<file path="config.mk">
export PLATFORM = sky130hd
export DESIGN_NAME = window_level_to_bgra_core
export DESIGN_NICKNAME = d
export VERILOG_FILES = /design/src/design/wl2bgra_pkg.sv /design/src/design/wl2bgra_front.sv /design/src/design/wl2bgra_div_cell.sv /design/src/design/window_level_to_bgra_core.sv
export VERILOG_INCLUDE_DIRS = /design/src /design/src/design
export SDC_FILE = /design/constraint.sdc
export NUM_CORES = 2
export LEC_CHECK = 0
export BUFFER_PORTS_ARGS = -buffer_cell sky130_fd_sc_hd__buf_2
export CAP_MARGIN = 10
export CORE_MARGIN = 2
export CORE_UTILIZATION = 55
export CTS_BUF_LIST = sky130_fd_sc_hd__clkbuf_8
export DETAILED_ROUTE_END_ITERATION = 8
export PLACE_DENSITY = 0.82
export SLEW_MARGIN = 10
export SYNTH_ARGS = -nofsm -noshare
export SYNTH_HDL_FRONTEND = slang
export SYNTH_SLANG_ARGS = --single-unit
</file>
<file path="constraint.sdc">
create_clock -name i_clk -period 14.1 [get_ports i_clk]
set_input_delay 0 -clock i_clk [delete_from_list [all_inputs] [get_ports i_clk]]
set_output_delay 0 -clock i_clk [all_outputs]
set_load 0.02 [all_outputs]
</file>
<file path="src/design/window_level_to_bgra_core_assert.svh">
// Assertion macros for the window/level to BGRA core.
// Included by the modules that assert; expects i_clk and i_rst_n in scope.
`ifndef WINDOW_LEVEL_TO_BGRA_CORE_ASSERT_SVH
`define WINDOW_LEVEL_TO_BGRA_CORE_ASSERT_SVH
`ifndef SYNTH
`define WL_ASSERT(lbl, prop) \
    lbl: assert property (@(posedge i_clk) disable iff (!i_rst_n) prop) \
        else $error("window_level_to_bgra_core: assertion failed");
`define WL_ASSERT_RST(lbl, prop) \
    lbl: assert property (@(posedge i_clk) prop) \
        else $error("window_level_to_bgra_core: reset assertion failed");
`else
`define WL_ASSERT(lbl, prop)
`define WL_ASSERT_RST(lbl, prop)
`endif
`endif

</file>
<file path="src/design/wl2bgra_pkg.sv">
`timescale 1ns / 1ps
// Shared types, widths and helpers of the window/level to BGRA core.
// No dependencies.
package wl2bgra_pkg;

    localparam int SampleBits = 8;
    localparam int GainBits   = 9;
    localparam int QuoBits    = 9;
    localparam int NumW       = SampleBits + GainBits;
    localparam int DivW       = SampleBits + QuoBits - 1;
    localparam int ProdW      = SampleBits + GainBits;
    localparam int NumLanes   = 4;
    localparam int InTdataW   = ((SampleBits + 7) / 8) * 8;
    localparam int OutTdataW  = 32;
    localparam int CfgDataW   = (SampleBits > GainBits) ? SampleBits : GainBits;
    localparam int CfgIdxW    = 3;

    localparam int LaneV = 0;
    localparam int LaneB = 1;
    localparam int LaneG = 2;
    localparam int LaneR = 3;

    localparam logic [CfgIdxW-1:0] RegMode      = CfgIdxW'(0);
    localparam logic [CfgIdxW-1:0] RegWinLow    = CfgIdxW'(1);
    localparam logic [CfgIdxW-1:0] RegWinHigh   = CfgIdxW'(2);
    localparam logic [CfgIdxW-1:0] RegGainRed   = CfgIdxW'(3);
    localparam logic [CfgIdxW-1:0] RegGainGreen = CfgIdxW'(4);
    localparam logic [CfgIdxW-1:0] RegGainBlue  = CfgIdxW'(5);

    localparam logic [7:0] FullScale = 8'hFF;

    typedef struct packed {
        logic [SampleBits-1:0] win_low;
        logic [SampleBits-1:0] win_high;
        logic [GainBits-1:0]   gain_blue;
        logic [GainBits-1:0]   gain_green;
        logic [GainBits-1:0]   gain_red;
    } t_cfg;

    typedef struct packed {
        logic [DivW-1:0]                     div;
        logic [NumLanes-1:0][NumW-1:0]       rem;
        logic [NumLanes-1:0][QuoBits-1:0]    quo;
    } t_div_item;

    function automatic logic [7:0] sat8(input logic [QuoBits-1:0] q);
        logic [7:0] res;
        if (q > QuoBits'(FullScale)) begin
            res = FullScale;
        end else begin
            res = q[7:0];
        end
        return res;
    endfunction

endpackage

</file>
<file path="src/design/wl2bgra_front.sv">
`timescale 1ns / 1ps
// Front stages: window clamp, gain products and dividend forming.
// Depends on wl2bgra_pkg.
module wl2bgra_front
    import wl2bgra_pkg::*;
(
    input  logic                  i_clk,
    input  logic                  i_rst_n,
    input  t_cfg                  i_cfg,
    input  logic                  i_valid,
    input  logic [SampleBits-1:0] i_sample,
    output logic                  o_ready,
    output logic                  o_valid,
    output t_div_item             o_item,
    input  logic                  i_ready
);

    logic                  r_s1_valid;
    logic [SampleBits-1:0] r_s1_d;
    logic [SampleBits-1:0] r_s1_span;
    logic                  r_s2_valid;
    logic [SampleBits-1:0] r_s2_d;
    logic [SampleBits-1:0] r_s2_span;
    logic [2:0][ProdW-1:0] r_s2_prod;
    logic                  r_s3_valid;
    t_div_item             r_s3_item;

    logic                  w_rdy1, w_rdy2, w_rdy3;
    logic                  w_en;
    logic [SampleBits-1:0] w_clamped;
    logic [SampleBits-1:0] n_s1_d;
    logic [SampleBits-1:0] n_s1_span;
    logic [2:0][ProdW-1:0] n_s2_prod;
    t_div_item             n_s3_item;

    assign w_rdy3  = !r_s3_valid || i_ready;
    assign w_rdy2  = !r_s2_valid || w_rdy3;
    assign w_rdy1  = !r_s1_valid || w_rdy2;
    assign o_ready = w_rdy1;
    assign o_valid = r_s3_valid;
    assign o_item  = r_s3_item;

    // An empty or inverted window divides zero by one.
    always_comb begin
        w_en = i_cfg.win_high > i_cfg.win_low;
        if (i_sample < i_cfg.win_low) begin
            w_clamped = i_cfg.win_low;
        end else if (i_sample > i_cfg.win_high) begin
            w_clamped = i_cfg.win_high;
        end else begin
            w_clamped = i_sample;
        end
        n_s1_d    = w_en ? (w_clamped - i_cfg.win_low) : '0;
        n_s1_span = w_en ? (i_cfg.win_high - i_cfg.win_low) : SampleBits'(1);
    end

    always_comb begin
        n_s2_prod[0] = ProdW'(r_s1_d) * ProdW'(i_cfg.gain_blue);
        n_s2_prod[1] = ProdW'(r_s1_d) * ProdW'(i_cfg.gain_green);
        n_s2_prod[2] = ProdW'(r_s1_d) * ProdW'(i_cfg.gain_red);
    end

    always_comb begin
        logic [SampleBits+7:0]  v_num;
        logic [ProdW+7:0]       c_num;
        n_s3_item     = '0;
        n_s3_item.div = {r_s2_span, {(QuoBits-1){1'b0}}};
        v_num = {r_s2_d, 8'h00} - (SampleBits+8)'(r_s2_d);
        n_s3_item.rem[LaneV] = NumW'(v_num);
        for (int l = 0; l < 3; l++) begin
            c_num = {r_s2_prod[l], 8'h00} - (ProdW+8)'(r_s2_prod[l]);
            n_s3_item.rem[l+1] = c_num[ProdW+7:8];
        end
    end

    always_ff @(posedge i_clk) begin
        if (!i_rst_n) begin
            r_s1_valid <= 1'b0;
            r_s2_valid <= 1'b0;
            r_s3_valid <= 1'b0;
        end else begin
            if (w_rdy1) r_s1_valid <= i_valid;
            if (w_rdy2) r_s2_valid <= r_s1_valid;
            if (w_rdy3) r_s3_valid <= r_s2_valid;
        end
    end

    always_ff @(posedge i_clk) begin
        if (w_rdy1 && i_valid) begin
            r_s1_d    <= n_s1_d;
            r_s1_span <= n_s1_span;
        end
        if (w_rdy2 && r_s1_valid) begin
            r_s2_d    <= r_s1_d;
            r_s2_span <= r_s1_span;
            r_s2_prod <= n_s2_prod;
        end
        if (w_rdy3 && r_s2_valid) begin
            r_s3_item <= n_s3_item;
        end
    end

endmodule

</file>
<file path="src/design/wl2bgra_div_cell.sv">
`timescale 1ns / 1ps
// One restoring-division cell: settles one quotient bit on all four lanes.
// Depends on wl2bgra_pkg.
module wl2bgra_div_cell
    import wl2bgra_pkg::*;
(
    input  logic      i_clk,
    input  logic      i_rst_n,
    input  logic      i_valid,
    input  t_div_item i_item,
    output logic      o_ready,
    output logic      o_valid,
    output t_div_item o_item,
    input  logic      i_ready
);

    logic                r_valid;
    t_div_item           r_item;
    logic [NumLanes-1:0] w_take;
    t_div_item           n_item;

    assign o_ready = !r_valid || i_ready;
    assign o_valid = r_valid;
    assign o_item  = r_item;

    always_comb begin
        for (int l = 0; l < NumLanes; l++) begin
            w_take[l] = i_item.rem[l] >= NumW'(i_item.div);
        end
    end

    // The divisor moves down one bit per cell, so every cell is the same.
    always_comb begin
        n_item     = i_item;
        n_item.div = i_item.div >> 1;
        for (int l = 0; l < NumLanes; l++) begin
            if (w_take[l]) begin
                n_item.rem[l] = i_item.rem[l] - NumW'(i_item.div);
            end
            n_item.quo[l] = {i_item.quo[l][QuoBits-2:0], w_take[l]};
        end
    end

    always_ff @(posedge i_clk) begin
        if (!i_rst_n) begin
            r_valid <= 1'b0;
        end else if (o_ready) begin
            r_valid <= i_valid;
        end
    end

    always_ff @(posedge i_clk) begin
        if (o_ready && i_valid) begin
            r_item <= n_item;
        end
    end

endmodule

</file>
<file path="src/design/window_level_to_bgra_core.sv">
`timescale 1ns / 1ps
// Window/level intensity mapping of one sample per item to a BGRA pixel.
// Depends on wl2bgra_pkg, wl2bgra_front and wl2bgra_div_cell.
//
// The core takes one sample per clock unless the output stalls and returns
// one BGRA pixel per sample, in order: three front stages clamp the sample and
// form the products, a chain of nine division cells settles one quotient bit
// each for the intensity and the three color channels, and an output register
// saturates and packs the pixel. Every stage holds its item only while the
// next one is full, so bubbles are squeezed out when the output stalls. The
// user must write configuration only while no item is in flight; the core does not enforce this.
`include "window_level_to_bgra_core_assert.svh"
module window_level_to_bgra_core
    import wl2bgra_pkg::*;
(
    input  logic                  i_clk,
    input  logic                  i_rst_n,
    input  logic                  i_cfg_we,
    input  logic [CfgIdxW-1:0]    i_cfg_index,
    input  logic [CfgDataW-1:0]   i_cfg_data,
    input  logic                  s_axis_tvalid,
    output logic                  s_axis_tready,
    input  logic [InTdataW-1:0]   s_axis_tdata,   // sample
    output logic                  m_axis_tvalid,
    input  logic                  m_axis_tready,
    output logic [OutTdataW-1:0]  m_axis_tdata    // blue_out, green_out, red_out, alpha_out
);

    logic                  r_mode;
    t_cfg                  r_cfg;
    logic                  r_out_valid;
    logic [OutTdataW-1:0]  r_out_data;
    logic [OutTdataW-1:0]  n_out_data;

    logic                  w_valid [0:QuoBits];
    logic                  w_ready [0:QuoBits];
    t_div_item             w_item  [0:QuoBits];
    logic                  w_out_ready;
    logic [7:0]            w_v, w_b, w_g, w_r;

    always_ff @(posedge i_clk) begin
        if (!i_rst_n) begin
            r_mode           <= 1'b0;
            r_cfg.win_low    <= '0;
            r_cfg.win_high   <= SampleBits'(255);
            r_cfg.gain_red   <= GainBits'(256);
            r_cfg.gain_green <= GainBits'(256);
            r_cfg.gain_blue  <= GainBits'(256);
        end else if (i_cfg_we) begin
            case (i_cfg_index)
                RegMode:      r_mode           <= i_cfg_data[0];
                RegWinLow:    r_cfg.win_low    <= i_cfg_data[SampleBits-1:0];
                RegWinHigh:   r_cfg.win_high   <= i_cfg_data[SampleBits-1:0];
                RegGainRed:   r_cfg.gain_red   <= i_cfg_data[GainBits-1:0];
                RegGainGreen: r_cfg.gain_green <= i_cfg_data[GainBits-1:0];
                RegGainBlue:  r_cfg.gain_blue  <= i_cfg_data[GainBits-1:0];
                default: begin
                end
            endcase
        end
    end

    wl2bgra_front u_front (
        .i_clk    (i_clk),
        .i_rst_n  (i_rst_n),
        .i_cfg    (r_cfg),
        .i_valid  (s_axis_tvalid),
        .i_sample (s_axis_tdata[SampleBits-1:0]),
        .o_ready  (s_axis_tready),
        .o_valid  (w_valid[0]),
        .o_item   (w_item[0]),
        .i_ready  (w_ready[0])
    );

    for (genvar k = 0; k < QuoBits; k++) begin : g_cell
        wl2bgra_div_cell u_cell (
            .i_clk   (i_clk),
            .i_rst_n (i_rst_n),
            .i_valid (w_valid[k]),
            .i_item  (w_item[k]),
            .o_ready (w_ready[k]),
            .o_valid (w_valid[k+1]),
            .o_item  (w_item[k+1]),
            .i_ready (w_ready[k+1])
        );
    end

    assign w_out_ready      = !r_out_valid || m_axis_tready;
    assign w_ready[QuoBits] = w_out_ready;

    always_comb begin
        w_v = sat8(w_item[QuoBits].quo[LaneV]);
        w_b = sat8(w_item[QuoBits].quo[LaneB]);
        w_g = sat8(w_item[QuoBits].quo[LaneG]);
        w_r = sat8(w_item[QuoBits].quo[LaneR]);
        if (r_mode) begin
            n_out_data = {w_v, w_r, w_g, w_b};
        end else begin
            n_out_data = {FullScale, w_v, w_v, w_v};
        end
    end

    always_ff @(posedge i_clk) begin
        if (!i_rst_n) begin
            r_out_valid <= 1'b0;
        end else if (w_out_ready) begin
            r_out_valid <= w_valid[QuoBits];
        end
    end

    always_ff @(posedge i_clk) begin
        if (w_out_ready && w_valid[QuoBits]) begin
            r_out_data <= n_out_data;
        end
    end

    assign m_axis_tvalid = r_out_valid;
    assign m_axis_tdata  = r_out_data;

    `WL_ASSERT_RST(a_rst_empty, !i_rst_n |=> !m_axis_tvalid)
    `WL_ASSERT(a_free_out_accepts, w_out_ready |-> s_axis_tready)
    `WL_ASSERT(a_last_cell_moves, w_valid[QuoBits] && w_out_ready |=> m_axis_tvalid)
    `WL_ASSERT(a_intensity_range, w_valid[QuoBits] |-> !w_item[QuoBits].quo[LaneV][QuoBits-1])

endmodule
</file>
# After elaboration in Yosys (flattened, before gate mapping)
# Cells that the tools add are included.
op_classes:
  order_cmp: 43
  n_addsub: 38
  n_eq_ne: 5
  mux: 39
  n_reduce_logical: 46
  mul: 3
ops:
  columns: ["operator", "count"]
  rows:
  - ["$mux W17", 31]
  - ["$sub A25 B17 Y25", 3]
  - ["$ge A17 B10 Y1", 4]
  - ["$ge A17 B11 Y1", 4]
  - ["$ge A17 B12 Y1", 4]
  - ["$ge A17 B13 Y1", 4]
  - ["$ge A17 B14 Y1", 4]
  - ["$ge A17 B15 Y1", 4]
  - ["$ge A17 B8 Y1", 4]
  - ["$ge A17 B9 Y1", 4]
  - ["$sub A17 B10 Y17", 4]
  - ["$sub A17 B11 Y17", 4]
  - ["$sub A17 B12 Y17", 4]
  - ["$sub A17 B13 Y17", 4]
  - ["$sub A17 B14 Y17", 4]
  - ["$sub A17 B15 Y17", 4]
  - ["$sub A17 B9 Y17", 4]
  - ["$ge A17 B16 Y1", 3]
  - ["$mul A8 B9 Y17", 3]
  - ["$sub A17 B16 Y17", 3]
  - ["$mux W8", 6]
  - ["$gt A9 B8 Y1 const B", 4]
  - ["$mux W24", 1]
  - ["$sub A16 B16 Y17", 1]
  - ["other kinds (14)", 59]
word_totals:
  regBits: 1035
  elab_cells: 284
  out_inout_bits: 34

# Logic depth before layout (Yosys ltp)
logic_depth:
  depth_word: 15
  depth_mapped: 20

# Cells and area by module
# Synthesis repeated with hierarchy kept, for this count alone.
hier_totals:
  cells_unflattened: 8184
  area_unflattened_um2: 89219.3
modules_own_cells:
  columns: ["module", "area_each_um2", "instances", "cells_each", "seq_area_each_um2"]
  rows:
  - ["wl2bgra_div_cell (g_cell[3].u_cell ...)", 7968.9, 3, 703, 3593.4]
  - ["wl2bgra_div_cell (g_cell[6].u_cell ...)", 7865.0, 3, 731, 3593.4]
  - ["wl2bgra_front", 14938.1, 1, 1443, 4804.6]
  - ["wl2bgra_div_cell (g_cell[0].u_cell)", 8212.9, 1, 779, 3593.4]
  - ["wl2bgra_div_cell (g_cell[1].u_cell)", 7776.2, 1, 689, 3593.4]
  - ["wl2bgra_div_cell (g_cell[2].u_cell)", 7699.9, 1, 724, 3593.4]
  - ["window_level_to_bgra_core", 3090.5, 1, 247, 1861.8]

# Worst setup path after synthesis
# No wires, ideal clock.
synth_path:
  path_kind: "register -> register"
  startpoint: "reg r_out_valid (netlist: m_axis_tvalid)"
  endpoint: "reg g_cell[6].u_cell.r_item, in the netlist g_cell[6].u_cell.o_item[0] (enable)"
  slack_ps: 5068
  stages_incl_launch_ff: 4
  setup_time_ps: 726
  arrival_time_ps: 8306
  synth_period_minus_slack_ps: 9032
  t_required_ps: 13374
  path_cell_list: "dfxtp_1 -> nor2b_1 -> and3_1 -> a21boi_0"
synth_via:
  elab_chain_len: 6
synth_lines:
  columns: ["element", "line_no", "rtl"]
  rows:
  - ["start, declared", "window_level_to_bgra_core.sv:31", "logic r_out_valid;"]
  - ["start signal, assigned", "window_level_to_bgra_core.sv:107", "r_out_valid <= w_valid[QuoBits];"]
  - ["$logic_not A1 Y1", "window_level_to_bgra_core.sv:88", "assign w_out_ready = !r_out_valid || m_axis_tready;"]
  - ["$logic_or A1 B1 Y1", "window_level_to_bgra_core.sv:88", null]
  - ["$logic_or A1 B1 Y1 (3 in series)", "wl2bgra_div_cell.sv:22", "assign o_ready = !r_valid || i_ready;"]
  - ["$logic_and A1 B1 Y1", "wl2bgra_div_cell.sv:53", "if (o_ready && i_valid) begin"]
  - ["end signal, assigned", "wl2bgra_div_cell.sv:54", "r_item <= n_item;"]
  - ["end, declared", "wl2bgra_div_cell.sv:18", "t_div_item r_item;"]
# No other way between the ends.
# A chain may end at the register's enable or synchronous reset.

==> summary.md <==
| Metric | Value |
|---|---|
| # H-tree levels | 4 |
| Worst setup path start | u_front.r_s1_d[2]$_SDFFCE_PP0P_ |
| Setup slack, reg-to-reg | 8.85 ns |
| WHS | 0.0930 ns |
| Maxcap violations | 0 |
| Worst slew margin | 21.7% |
| Register area | 30,500 µm² |
| Synth unique cells | 81 |
| Uppermost layer routed | met4 |
| Full die area | 110,000 µm² |
| Crit share post-route | 37.3% |
| Fill count | 8,256 |
| Row count | 120 |
| Clk buf depth | 3 |
| Starting Density | 55.3% |
| Vias in the first global route | 38,900 |
| Setup Viol. Count Final | 0 |
| VDD IR max | 0.0000948 V |
| Worst stage delay on the critical path | 0.92 ns |
| WP depth | 16 |
| Port bufs | 58 |
| Slowest cell on the critical path | edfxtp_1 |
| Routed WL per cell | 17.6 µm |
| Pre-Repair DR Iteration Count | 5 |
| Total grt overflow | 0 |
| Worst Tran Pin Value | 1.17 ns |
| Post-CTS Setup Bufs | 0 |
| Post-synth top area cell | edfxtp_1 |
| Setup tns final | 0 ns |
| Sequential area share after synthesis | 51.7% |
| Reg-to-reg endpoint | u_front.r_s2_prod[16]$_DFFE_PP_ |
| Layout cells sized above 1 | 6.97% |
| Critical Path RT | 14.66 ns |
| Leak | 25.4 nW |
| Most frequent cells after synthesis | 978 x edfxtp_1, 471 x inv_1, 457 x ha_1 |
| DP HPWL | 92.0 mm |
| Chip width | 332 µm |
| Routed vias/inst | 5.54 |
| HP Class | in2reg |
| First-pass GRT wire length | 194 mm |
| Final-stage net count | 5,957 |
| Vias | 37,900 |
| Main synth FF type | edfxtp_1 |
| Crit path to | u_front.r_s2_prod[16]$_DFFE_PP_ |
| DRT antenna net count | 0 |
| Crit path cell chain | nand2_1 -> fa_1 -> fa_1 -> inv_1 -> fa_1 -> inv_1 -> fa_1 -> inv_1 -> ha_1 -> nor3_1 -> nor2_1 -> a31o_2 -> o41ai_1 -> o21bai_1 -> a21oi_1 -> xnor2_1 |
| CP arrival | 5.81 ns |
| Power Dens Cells | 97.2 nW/µm² |
| Syn Std Cell Area | 59,000 µm² |
| Tot GR Track Use | 22.0% |
| Count leader, synth | edfxtp_1 |
| Wire length on met3 | 4.26 mm |
| Yosys reg bits | 1,035 |
| Peak Freq | 190 MHz |
| Power Total | 6.28 mW |
| Post-Route WL | 121 mm |
| TritonCTS clock tree | built |
| Clock transition at path regs | 0.06 ns |
| TritonCTS Buffers | 164 |
| Status | finished, final reports clean |
| Cells after Synth | 5,108 |
| Post-CTS sizing | 0 |
| Reg2reg start | u_front.r_s1_d[2]$_SDFFCE_PP0P_ |
| Minimum clock period | 5.25 ns |
| Met2 wire len | 63.3 mm |
| Buf/Inv on CP | 3 |
| Layout area overhead | 9.39% |
| Crit path top cell by count | fa_1 |
| Clock Tree Root | clkbuf_8 |
| Largest net degree at the start of global routing | 76 |
| RSZ-0062 raised after global routing | false |
| Footprint of the multi-input gates | 26,500 µm² |
| Syn Nets | 5,750 |
| Clock Latency Late Sink | 0.87 ns |
| Area of the core | 107,000 µm² |
| CP startpoint kind | register |
| CP top delay family | adder cells |
| I/O Pins | 59 |
| FFs w/ async S/R, synth | 0% |
| DRT iter0 DRCs | 1,880 |
| Critical-path maximum fanout | 28 |
| Slew Viols, Final | 0 |
| Hold-fix buffers, CTS | 52 |
| Worst Reg-to-Reg Cells | 16 |
| Number of flops mapped to enable cells by yosys | 978 |
| Most area-consuming cells after synthesis | edfxtp_1 50%, ha_1 9.7%, fa_1 5.4%, inv_1 3.0%, xnor2_1 2.9% |
| WL met1 | 46.6 mm |
| Post-synth top area share | 49.8% |
| Clk sinks | 1,035 |
| Synth Warn # | 0 |
| WS Path Type | reg2reg |
| Syn Area/Cell | 11.5 µm² |
| Initial antenna violation count | 1 |
| Setup Skew | 0.0684 ns |
| GPL Wtd Cong | 0.935 |
| Die Span Y | 332 µm |
| Critical Path End Type | register |
| Final Hold Viols | 0 |
| DRC | 0 |
flip-flops by register name, summed over array words and instances (netlist names):
signal and flops:
g_cell.u_cell.o_item 788, g_cell.u_cell.o_valid 9, m_axis_tdata 32, m_axis_tvalid 1, r_cfg 43, r_mode 1
u_front.o_item 75, u_front.o_valid 1, u_front.r_s1_d 8, u_front.r_s1_span 8, u_front.r_s1_valid 1, u_front.r_s2_d 8
u_front.r_s2_prod 51, u_front.r_s2_span 8, u_front.r_s2_valid 1
layout by cell type (no fill, tap or decap), types with 23 or more instances in the layout:
cell type	netlist	routed
and3_1	25	25
a21boi_0	81	76
dfxtp_1	57	57
and2_1	180	180
a21oi_1	280	280
nand2b_1	94	94
nor2_1	313	313
nand3_1	71	71
o22a_1	26	26
ha_1	457	457
clkinv_1	0	36
dlygate4sd3_1	0	52
edfxtp_1	978	978
o21a_1	45	45
or2_2	23	23
buf_2	8	58
xnor2_1	194	194
nor3_1	117	117
or3_1	36	36
nand2_1	403	403
o31ai_1	29	29
mux2i_1	24	24
nor4b_1	25	25
nor4_1	50	50
nand4_1	50	50
mux2_2	41	41
o21ai_0	247	247
a21o_1	63	63
xor2_1	134	134
nor2b_1	114	107
fa_1	160	160
inv_1	471	528
clkbuf_8	0	168
final cells by class:
| type | count | area share (%) |
|---|---|---|
| Multi-Input combinational cell | 3512 | 41.0 |
| Clock inverter | 124 | 1.16 |
| Tap cell | 1403 | 2.72 |
| Sequential cell | 1035 | 47.3 |
| Inverter | 472 | 2.75 |
| Antenna cell | 2 | 0.00776 |
| Timing Repair Buffer | 130 | 1.49 |
| Clock buffer | 168 | 3.58 |
worst min-delay path, stage by stage:
cell and delay, ns:
dlygate4sd3_1 0.53, buf_2 0.20, nand2_1 0.07, a21boi_0 0.07
metrics by stage:
stage                     instances  area [µm²]  utilization, %  setup WS [ns]
after floorplan                5108       59000               -           5.07
after global placement         6500       60900            57.1           8.97
after detailed placement       6500       60900            57.1           8.89
after CTS                      6844       64500            60.4           8.86
after global routing           6845       64500            60.4           8.44
final                          6846       64500            60.4           8.85
worst min path at each step:
| stage | start | to | slack [ns] | cells past startpoint |
|---|---|---|---|---|
| after floorplan | i_cfg_data[8] | r_cfg[17]$_SDFFE_PN1P_ | 0.12 | 2 |
| after global placement | i_cfg_data[8] | r_cfg[26]$_SDFFE_PN1P_ | 0.28 | 3 |
| after detailed placement | i_cfg_data[8] | r_cfg[17]$_SDFFE_PN1P_ | 0.29 | 3 |
| after CTS | i_cfg_data[3] | r_cfg[12]$_SDFFE_PN0P_ | 0.007 | 4 |
| after global routing | i_cfg_data[5] | r_cfg[32]$_SDFFE_PN1P_ | 0.07 | 4 |
| final | i_cfg_data[0] | r_cfg[35]$_SDFFE_PN0P_ | 0.09 | 4 |
report_power, final:
group	switching (mW)	internal, mW
Combinational	0.250	0.194
Sequential	0.0552	3.40
Clock	1.18	1.20
kinds of logic after synthesis:
logic type	count (synthesis)	share of synthesized area [%]
compound gates	928	9.82
xor+xnor	328	4.87
fa+ha+maj	617	15.1
buf+inv	561	3.61
flops	1035	51.7
mux	67	1.24
simple gates	1572	13.6
per-layer routing:
metal	global-route usage, %	vias to the layer above
met3	3.07	352
met1	23.9	18000
li1	-	18700
met4	12.0	0
met2	41.1	845
met5	0	-
Note: power is estimated with default switching activity, not from simulation.
